<file path="config.mk">
export PLATFORM = sky130hd
export DESIGN_NAME = primality_test_64bit
export DESIGN_NICKNAME = d
export VERILOG_FILES = /design/src/sv/ptst_pkg.sv /design/src/sv/ptst_mulmod.sv /design/src/sv/primality_test_64bit.sv
export SDC_FILE = /design/constraint.sdc
export NUM_CORES = 2
export LEC_CHECK = 0
export BUFFER_PORTS_ARGS = -buffer_cell sky130_fd_sc_hd__buf_2
export CORE_MARGIN = 3
export CORE_UTILIZATION = 59
export DETAILED_ROUTE_END_ITERATION = 7
export PLACE_DENSITY = 0.8
export RECOVER_POWER = 25
export SLEW_MARGIN = 20
export SYNTH_ARGS = -nofsm -noshare
export SYNTH_HDL_FRONTEND = slang
export SYNTH_SLANG_ARGS = --single-unit
</file>
<file path="constraint.sdc">
create_clock -name clk -period 9.1 [get_ports clk]
set_input_delay 1.82 -clock clk [delete_from_list [all_inputs] [get_ports clk]]
set_output_delay 1.82 -clock clk [all_outputs]
set_load 0.005 [all_outputs]
</file>
<file path="src/sv/ptst_pkg.sv">
package ptst_pkg;

  localparam int unsigned NW = 63;
  localparam int unsigned CW = 6;
  localparam int unsigned WCOUNT = 7;
  localparam int unsigned WIDX_W = 3;

  typedef logic [NW-1:0] word_t;

  typedef enum logic [3:0] {
    ST_IDLE,
    ST_SPLIT,
    ST_WLOAD,
    ST_WRED,
    ST_PSQ,
    ST_PMUL,
    ST_CHECK,
    ST_SQ,
    ST_DONE
  } state_t;

  function automatic word_t witness(input logic [WIDX_W-1:0] idx);
    word_t w;
    case (idx)
      3'd0: w = word_t'(2);
      3'd1: w = word_t'(325);
      3'd2: w = word_t'(9375);
      3'd3: w = word_t'(28178);
      3'd4: w = word_t'(450775);
      3'd5: w = word_t'(9780504);
      3'd6: w = word_t'(1795265022);
      default: w = '0;
    endcase
    return w;
  endfunction

endpackage

</file>
<file path="src/sv/ptst_mulmod.sv">
module ptst_mulmod (
  input  logic              clk,
  input  logic              rst_n,
  input  logic              start,
  input  ptst_pkg::word_t   x,
  input  ptst_pkg::word_t   y,
  input  ptst_pkg::word_t   m,
  output logic              done,
  output ptst_pkg::word_t   prod
);

  // Serial shift-and-add: one multiplier bit per cycle, MSB first, with the
  // accumulator kept below m after every double and every add. The x operand
  // must already be below m; y may be any 63-bit value.
  logic            busy_r, busy_nxt;
  logic [ptst_pkg::CW-1:0] cnt_r, cnt_nxt;
  ptst_pkg::word_t acc_r, acc_nxt;
  ptst_pkg::word_t ysh_r, ysh_nxt;
  ptst_pkg::word_t x_r, m_r;
  logic            done_r, done_nxt;

  logic [ptst_pkg::NW:0] dbl, dsub, sum, ssub;
  ptst_pkg::word_t       acc2;

  always_comb begin
    dbl  = {acc_r, 1'b0};
    dsub = dbl - {1'b0, m_r};
    acc2 = dsub[ptst_pkg::NW] ? acc_r << 1 : dsub[ptst_pkg::NW-1:0];
    sum  = {1'b0, acc2} + {1'b0, x_r};
    ssub = sum - {1'b0, m_r};
    busy_nxt = busy_r;
    cnt_nxt  = cnt_r;
    acc_nxt  = acc_r;
    ysh_nxt  = ysh_r;
    done_nxt = 1'b0;
    if (start) begin
      busy_nxt = 1'b1;
      cnt_nxt  = ptst_pkg::CW'(ptst_pkg::NW - 1);
      acc_nxt  = '0;
      ysh_nxt  = y;
    end else if (busy_r) begin
      if (ysh_r[ptst_pkg::NW-1]) begin
        acc_nxt = ssub[ptst_pkg::NW] ? sum[ptst_pkg::NW-1:0] : ssub[ptst_pkg::NW-1:0];
      end else begin
        acc_nxt = acc2;
      end
      ysh_nxt = ysh_r << 1;
      cnt_nxt = cnt_r - 1'b1;
      if (cnt_r == '0) begin
        busy_nxt = 1'b0;
        done_nxt = 1'b1;
      end
    end
  end

  always_ff @(posedge clk) begin
    if (!rst_n) begin
      busy_r <= 1'b0;
      done_r <= 1'b0;
    end else begin
      busy_r <= busy_nxt;
      done_r <= done_nxt;
    end
    cnt_r <= cnt_nxt;
    acc_r <= acc_nxt;
    ysh_r <= ysh_nxt;
    if (start) begin
      x_r <= x;
      m_r <= m;
    end
  end

  assign done = done_r;
  assign prod = acc_r;

endmodule

</file>
<file path="src/sv/primality_test_64bit.sv">
// Deterministic Miller-Rabin test of a 63-bit candidate with the seven fixed
// witnesses 2, 325, 9375, 28178, 450775, 9780504 and 1795265022, which give the
// exact answer for every value below 2^64. One item is worked on at a time;
// in_ready is high only while the block is idle. Every modular product goes
// through one shared bit-serial multiplier that takes a load step and then 63
// bit steps for each product, so the cost of an item grows with the number of
// products: per witness one reduction, 63 squarings of the exponent scan and
// at most 62 multiplies and final squarings together, so up to 7 * 126
// products in all for a large prime that passes every witness, and
// far fewer for values that are even, below three or are rejected by an early
// witness. Splitting n-1 into its odd part and power of two shifts one bit a
// cycle. The witness is reduced modulo n by multiplying one by it, which
// shifts the witness bits in one at a time, so a witness that the candidate
// divides is caught on the reduced value being zero. The exponent is scanned
// from its most significant bit: square, then multiply. The result waits in
// an output register until out_ready; the next item may already be taken and
// worked on while it waits, and its verdict is only moved out once the
// previous one has left.
module primality_test_64bit (
  input  logic                     clk,
  input  logic                     rst_n,
  input  logic                     in_valid,
  output logic                     in_ready,
  input  logic [ptst_pkg::NW-1:0]  in_candidate,
  output logic                     out_valid,
  input  logic                     out_ready,
  output logic                     out_is_prime
);

  ptst_pkg::state_t state_r, state_nxt;
  ptst_pkg::word_t  n_r, n_nxt;
  ptst_pkg::word_t  d_r, d_nxt;          // odd part of n-1
  logic [ptst_pkg::CW-1:0] s_r, s_nxt;   // power of two in n-1
  logic [ptst_pkg::CW-1:0] k_r, k_nxt;   // squarings done
  logic [ptst_pkg::CW-1:0] eb_r, eb_nxt; // exponent bit index
  logic [ptst_pkg::WIDX_W-1:0] wi_r, wi_nxt;
  ptst_pkg::word_t  a_r, a_nxt;          // reduced witness
  ptst_pkg::word_t  r_r, r_nxt;          // running value
  logic             res_r, res_nxt;      // verdict of the item in work
  logic             ov_r, ov_nxt;
  logic             out_r, out_nxt;      // verdict on the output

  logic             mm_start;
  ptst_pkg::word_t  mm_x, mm_y;
  logic             mm_done;
  ptst_pkg::word_t  mm_prod;
  ptst_pkg::word_t  nm1;

  ptst_mulmod u_mul (
    .clk   (clk),
    .rst_n (rst_n),
    .start (mm_start),
    .x     (mm_x),
    .y     (mm_y),
    .m     (n_r),
    .done  (mm_done),
    .prod  (mm_prod)
  );

  assign nm1 = n_r - 1'b1;

  always_comb begin
    state_nxt = state_r;
    n_nxt  = n_r;
    d_nxt  = d_r;
    s_nxt  = s_r;
    k_nxt  = k_r;
    eb_nxt = eb_r;
    wi_nxt = wi_r;
    a_nxt  = a_r;
    r_nxt  = r_r;
    res_nxt = res_r;
    ov_nxt = ov_r;
    out_nxt = out_r;
    mm_start = 1'b0;
    mm_x = r_r;
    mm_y = r_r;
    in_ready = (state_r == ptst_pkg::ST_IDLE);
    if (ov_r && out_ready) ov_nxt = 1'b0;
    case (state_r)
      ptst_pkg::ST_IDLE: begin
        if (in_valid && in_ready) begin
          n_nxt = in_candidate;
          if (in_candidate <= ptst_pkg::word_t'(1)) begin
            res_nxt = 1'b0;
            state_nxt = ptst_pkg::ST_DONE;
          end else if (in_candidate == ptst_pkg::word_t'(2)) begin
            res_nxt = 1'b1;
            state_nxt = ptst_pkg::ST_DONE;
          end else if (!in_candidate[0]) begin
            res_nxt = 1'b0;
            state_nxt = ptst_pkg::ST_DONE;
          end else begin
            d_nxt = in_candidate >> 1;
            s_nxt = ptst_pkg::CW'(1);
            state_nxt = ptst_pkg::ST_SPLIT;
          end
        end
      end
      ptst_pkg::ST_SPLIT: begin
        if (d_r[0]) begin
          wi_nxt = '0;
          state_nxt = ptst_pkg::ST_WLOAD;
        end else begin
          d_nxt = d_r >> 1;
          s_nxt = s_r + 1'b1;
        end
      end
      ptst_pkg::ST_WLOAD: begin
        // One times the witness, with the witness as the shifted operand,
        // leaves the witness modulo n even when it exceeds n many times.
        mm_x = ptst_pkg::word_t'(1);
        mm_y = ptst_pkg::witness(wi_r);
        mm_start = 1'b1;
        state_nxt = ptst_pkg::ST_WRED;
      end
      ptst_pkg::ST_WRED: begin
        if (mm_done) begin
          if (mm_prod == '0) begin
            res_nxt = 1'b1;
            state_nxt = ptst_pkg::ST_DONE;
          end else begin
            a_nxt = mm_prod;
            r_nxt = ptst_pkg::word_t'(1);
            eb_nxt = ptst_pkg::CW'(ptst_pkg::NW - 1);
            mm_x = ptst_pkg::word_t'(1);
            mm_y = ptst_pkg::word_t'(1);
            mm_start = 1'b1;
            state_nxt = ptst_pkg::ST_PSQ;
          end
        end
      end
      ptst_pkg::ST_PSQ: begin
        if (mm_done) begin
          r_nxt = mm_prod;
          if (d_r[eb_r]) begin
            mm_x = mm_prod;
            mm_y = a_r;
            mm_start = 1'b1;
            state_nxt = ptst_pkg::ST_PMUL;
          end else if (eb_r == '0) begin
            state_nxt = ptst_pkg::ST_CHECK;
          end else begin
            eb_nxt = eb_r - 1'b1;
            mm_x = mm_prod;
            mm_y = mm_prod;
            mm_start = 1'b1;
          end
        end
      end
      ptst_pkg::ST_PMUL: begin
        if (mm_done) begin
          r_nxt = mm_prod;
          if (eb_r == '0) begin
            k_nxt = '0;
            state_nxt = ptst_pkg::ST_CHECK;
          end else begin
            eb_nxt = eb_r - 1'b1;
            mm_x = mm_prod;
            mm_y = mm_prod;
            mm_start = 1'b1;
            state_nxt = ptst_pkg::ST_PSQ;
          end
        end
      end
      ptst_pkg::ST_CHECK: begin
        // r is w^(d*2^k); pass on 1 at k=0 or n-1 at any k below s.
        if ((k_r == '0 && r_r == ptst_pkg::word_t'(1)) || r_r == nm1) begin
          if (wi_r == ptst_pkg::WIDX_W'(ptst_pkg::WCOUNT - 1)) begin
            res_nxt = 1'b1;
            state_nxt = ptst_pkg::ST_DONE;
          end else begin
            wi_nxt = wi_r + 1'b1;
            state_nxt = ptst_pkg::ST_WLOAD;
          end
        end else if (k_r + 1'b1 >= s_r) begin
          res_nxt = 1'b0;
          state_nxt = ptst_pkg::ST_DONE;
        end else begin
          k_nxt = k_r + 1'b1;
          mm_start = 1'b1;
          state_nxt = ptst_pkg::ST_SQ;
        end
      end
      ptst_pkg::ST_SQ: begin
        if (mm_done) begin
          r_nxt = mm_prod;
          state_nxt = ptst_pkg::ST_CHECK;
        end
      end
      ptst_pkg::ST_DONE: begin
        // The verdict moves out once the output register is free or is
        // being emptied in this cycle.
        if (!ov_r || out_ready) begin
          ov_nxt = 1'b1;
          out_nxt = res_r;
          state_nxt = ptst_pkg::ST_IDLE;
        end
      end
      default: state_nxt = ptst_pkg::ST_IDLE;
    endcase
  end

  always_ff @(posedge clk) begin
    if (!rst_n) begin
      state_r <= ptst_pkg::ST_IDLE;
      ov_r    <= 1'b0;
      k_r     <= '0;
    end else begin
      state_r <= state_nxt;
      ov_r    <= ov_nxt;
      k_r     <= (state_r == ptst_pkg::ST_WRED) ? '0 : k_nxt;
    end
    n_r   <= n_nxt;
    d_r   <= d_nxt;
    s_r   <= s_nxt;
    eb_r  <= eb_nxt;
    wi_r  <= wi_nxt;
    a_r   <= a_nxt;
    r_r   <= r_nxt;
    res_r <= res_nxt;
    out_r <= out_nxt;
  end

  assign out_valid    = ov_r;
  assign out_is_prime = out_r;

  // A waiting result stays put until it is taken.
  a_out_hold: assert property (@(posedge clk) disable iff (!rst_n)
    (out_valid && !out_ready) |=> (out_valid && $stable(out_is_prime)))
    else $error("result changed or dropped while waiting");

  // The multiplier is only started on the way into a product state.
  a_mul_start: assert property (@(posedge clk) disable iff (!rst_n)
    mm_start |-> (state_nxt == ptst_pkg::ST_WRED || state_nxt == ptst_pkg::ST_PSQ
                  || state_nxt == ptst_pkg::ST_PMUL || state_nxt == ptst_pkg::ST_SQ))
    else $error("multiplier started outside a product state");

  // A result appears only out of the finishing state.
  a_result_src: assert property (@(posedge clk) disable iff (!rst_n)
    $rose(out_valid) |-> $past(state_r) == ptst_pkg::ST_DONE)
    else $error("result raised without finishing");

endmodule
</file>
==> flow_metrics.tcl <==
set metrics [dict create \
    route.final.wire_length_mm 142 \
    timing.critical_path.arrival_ps 9290 \
    place.detailed.hpwl_mm 105 \
    ys_seq_elements 539 \
    max_slew_violation_total_from_the_final_report 99 \
    crit_path_start "u_mul.prod[0]$_SDFFE_PP0P_" \
    synth.net_count 4801 \
    first_global_vias 34627 \
    endpoint "u_mul.prod[38]$_SDFFE_PP0P_" \
    drt_first_pass_iters 7 \
    yosysSeqAreaShare 0.383 \
    post-synth-top-area-fraction 0.342 \
    layout-drive-gt1-share 0.106 \
    status "complete, but fails checks" \
    timing.rr.start "u_mul.prod[0]$_SDFFE_PP0P_" \
    minimum_clock_period_after_layout_ps 8800 \
    diodes 0 \
    clock_insertion_delay_worst_skew_ps 650 \
    chipWidth_um 267 \
    worst_slew_margin_rel -1.17 \
    worst_clock_skew_ps 26.8 \
    avgRoutedWirePerCell_um 25.8 \
    detailroute.via_count 37659 \
    synth.largest_area_cell "edfxtp_1" \
    max_cap_violations 1 \
    yosysWarningCount 0 \
    failed_checks "max-capacitance violations, max-slew violations" \
    clock_tree.htree_level_count 2 \
    floorplan_die_area_mm2 0.0712 \
    fmax_mhz 114 \
    synth-edff-count 457 \
    fin_hold_ws_ps 453 \
    grt_start_max_net_pins 166 \
    dp.cells 5412 \
    vias_per_cell 6.82 \
    ys_types 96 \
    drt-met1-wl_mm 56.7 \
    critPathMaxStageDelay_ps 600 \
    placement_rows 94 \
    global_route_wire_length_before_repair_mm 213 \
    critPathMaxFanout 12 \
    ant_nets 0 \
    gr-usage-all-layers 0.390 \
    layout.nets 4889 \
    antenna_found_initial 4 \
    timing.reg2reg.setup_slack_ps 300 \
    layout.cells.most_common_list "490 x nand2_1, 457 x edfxtp_1, 420 x a21oi_1" \
    r2r-end "u_mul.prod[38]$_SDFFE_PP0P_" \
    final_common_cell "nand2_1" \
    final_cell_count_no_fill 5525 \
    clock_tree.root_cell "clkbuf_16" \
    synthTopCellsByArea "edfxtp_1 34%, ha_1 6.4%, a21oi_1 5.3%" \
    path_class "reg -> reg" \
    number_of_hold_slack_violations_in_the_final_timing_report 0 \
    critPathLaunchType "flop" \
    die-height_um 267 \
    part_of_the_cycle_the_worst_path_needs 0.967 \
    io_buffers 69 \
    top_layer "met5" \
    crit_path_end_kind "flop" \
    worst-slew-pin-transition_ps 3250 \
    finalWeightedCongestion 1.03 \
    detailroute.wirelength.met3_mm 21.3 \
    cts-hold-fix-buffers 0 \
    wl_met2_mm 57.7 \
    synthArstFlopShare 0 \
    hold_path_class "reg -> reg" \
    num_cts_buffers 57 \
    flow.area_growth_from_synthesis_pct 10.5 \
    synth_area_mm2 0.0401 \
    clock_path_buffers 3 \
    drcViolationCount 0 \
    top_level_ports 70 \
    clock-sinks 539 \
    worst_r2r_path_depth 33 \
    initial_utilization 0.603 \
    setup_viol_count_final 0 \
    synthFlopType "edfxtp_1" \
    worst-endpoint-required_ps 9590 \
    synth_area_per_cell_um2 8.87 \
    placeable_core_region_mm2 0.0666 \
    syn_inst 4525 \
    clock_tree_from_tritoncts "done" \
    grt_remaining_overflow 0 \
    clkTransAtPathRegs_ps 70 \
    drt_first_iter_violations 5797 \
    timing.critical_path.slowest_stage_cell "fa_1" \
]
[cells by family (layout without fill, tap and decap cells)]
logic type	Yosys count	after routing	synth area share
AOI/OAI and AO/OA	1343	1343	0.216
xor gates and xnor gates	275	275	0.0600
adders and majority gates	209	209	0.0657
buffers and inverters	449	585	0.0441
muxes	144	144	0.0441
DFF	539	539	0.383
and+or+nand+nor	1566	1566	0.188
[how the worst min path moves through the flow]
| stage | start | end | slack [ps] | cells after the start |
|---|---|---|---|---|
| 2_1_floorplan | res_r$_DFFE_PP_ | out_is_prime$_DFFE_PP_ | 400 | 0 |
| 3_3_place_gp | res_r$_DFFE_PP_ | out_is_prime$_DFFE_PP_ | 420 | 0 |
| 3_5_place_dp | res_r$_DFFE_PP_ | out_is_prime$_DFFE_PP_ | 440 | 0 |
| 4_1_cts | res_r$_DFFE_PP_ | out_is_prime$_DFFE_PP_ | 450 | 0 |
| 5_1_grt | res_r$_DFFE_PP_ | out_is_prime$_DFFE_PP_ | 460 | 0 |
| 6_report | res_r$_DFFE_PP_ | out_is_prime$_DFFE_PP_ | 450 | 0 |
[cells in the mapped netlist, types with 12 or more instances]
master / n
a2111oi_0: 13
nor3_1: 85
a21oi_1: 425
o21a_1: 25
o22ai_1: 13
xor2_1: 97
a21o_1: 127
mux4_2: 19
xnor2_1: 178
o21ai_0: 301
or4_1: 17
edfxtp_1: 457
nand3_1: 148
mux2i_1: 52
a31oi_1: 37
buf_1: 26
o21bai_1: 33
a22o_1: 72
nor4_1: 94
a311oi_1: 12
and3_1: 40
buf_2: 21
o211ai_1: 29
a2bb2oi_1: 34
a211oi_1: 41
dfxtp_1: 82
inv_1: 154
ha_1: 206
a221o_1: 21
nor2b_1: 36
or3_1: 17
and2_1: 22
nor2_1: 376
a31o_2: 17
clkbuf_1: 233
nand2b_1: 94
o31ai_1: 20
mux2_2: 73
nand4_1: 77
nand2_1: 492
[area by class of cell]
cell class,instances,area (um2)
clock inverters,34,399
multi-input cells,3537,23300
fillers,5484,22200
well taps,864,1080
flip-flops and latches,539,15400
inverters,157,601
clock buffers,73,1580
repair buffers,321,2010
[routing by layer]
metal,track usage,vias up
met5,0,-
met4,0.153,2
met3,0.115,398
met2,0.554,2672
met1,0.560,17570
li1,-,17017
[critical path, delay by kind of cell, from the launching register on]
family / cells / cell delay, ps
AO/OA/AOI/OAI: 15 / 4100
buffers and inverters: 5 / 1060
flip-flops: 1 / 310
multiplexers: 1 / 300
adder cells (fa/ha/maj): 3 / 1250
AND/OR/NAND/NOR: 6 / 1050
XOR/XNOR: 3 / 560
[flip-flops by register name, indices dropped and copies added (netlist names), 6 cells and up]
signal and cells:
u_mul.cnt_r 6, d_r 62, u_mul.ysh_r 63, s_r 6, u_mul.m_r 63, u_mul.prod 63, k_r 6, r_r 63
eb_r 6, n_r 63, a_r 63, u_mul.x_r 63
[metrics by stage]
stage | utilization | instance area (um2) | setup TNS, ps | setup slack, ps
floorplan | - | 40100 | 0 | 38.9
global placement | 0.637 | 42400 | 0 | 114
detailed placement | 0.637 | 42400 | 0 | 45.3
CTS | 0.667 | 44400 | 0 | 21.5
global route | 0.666 | 44400 | -399 | -106
finish | 0.666 | 44400 | 0 | 297
[timing repair]
action,CTS,global route
endpoints found under the setup margin,0,63
setup buffers,0,5
resized for setup,0,59
Power is left out: the tool's default activity adds up to more than one toggle a clock period on the data nets, which glitch-free logic cannot reach.
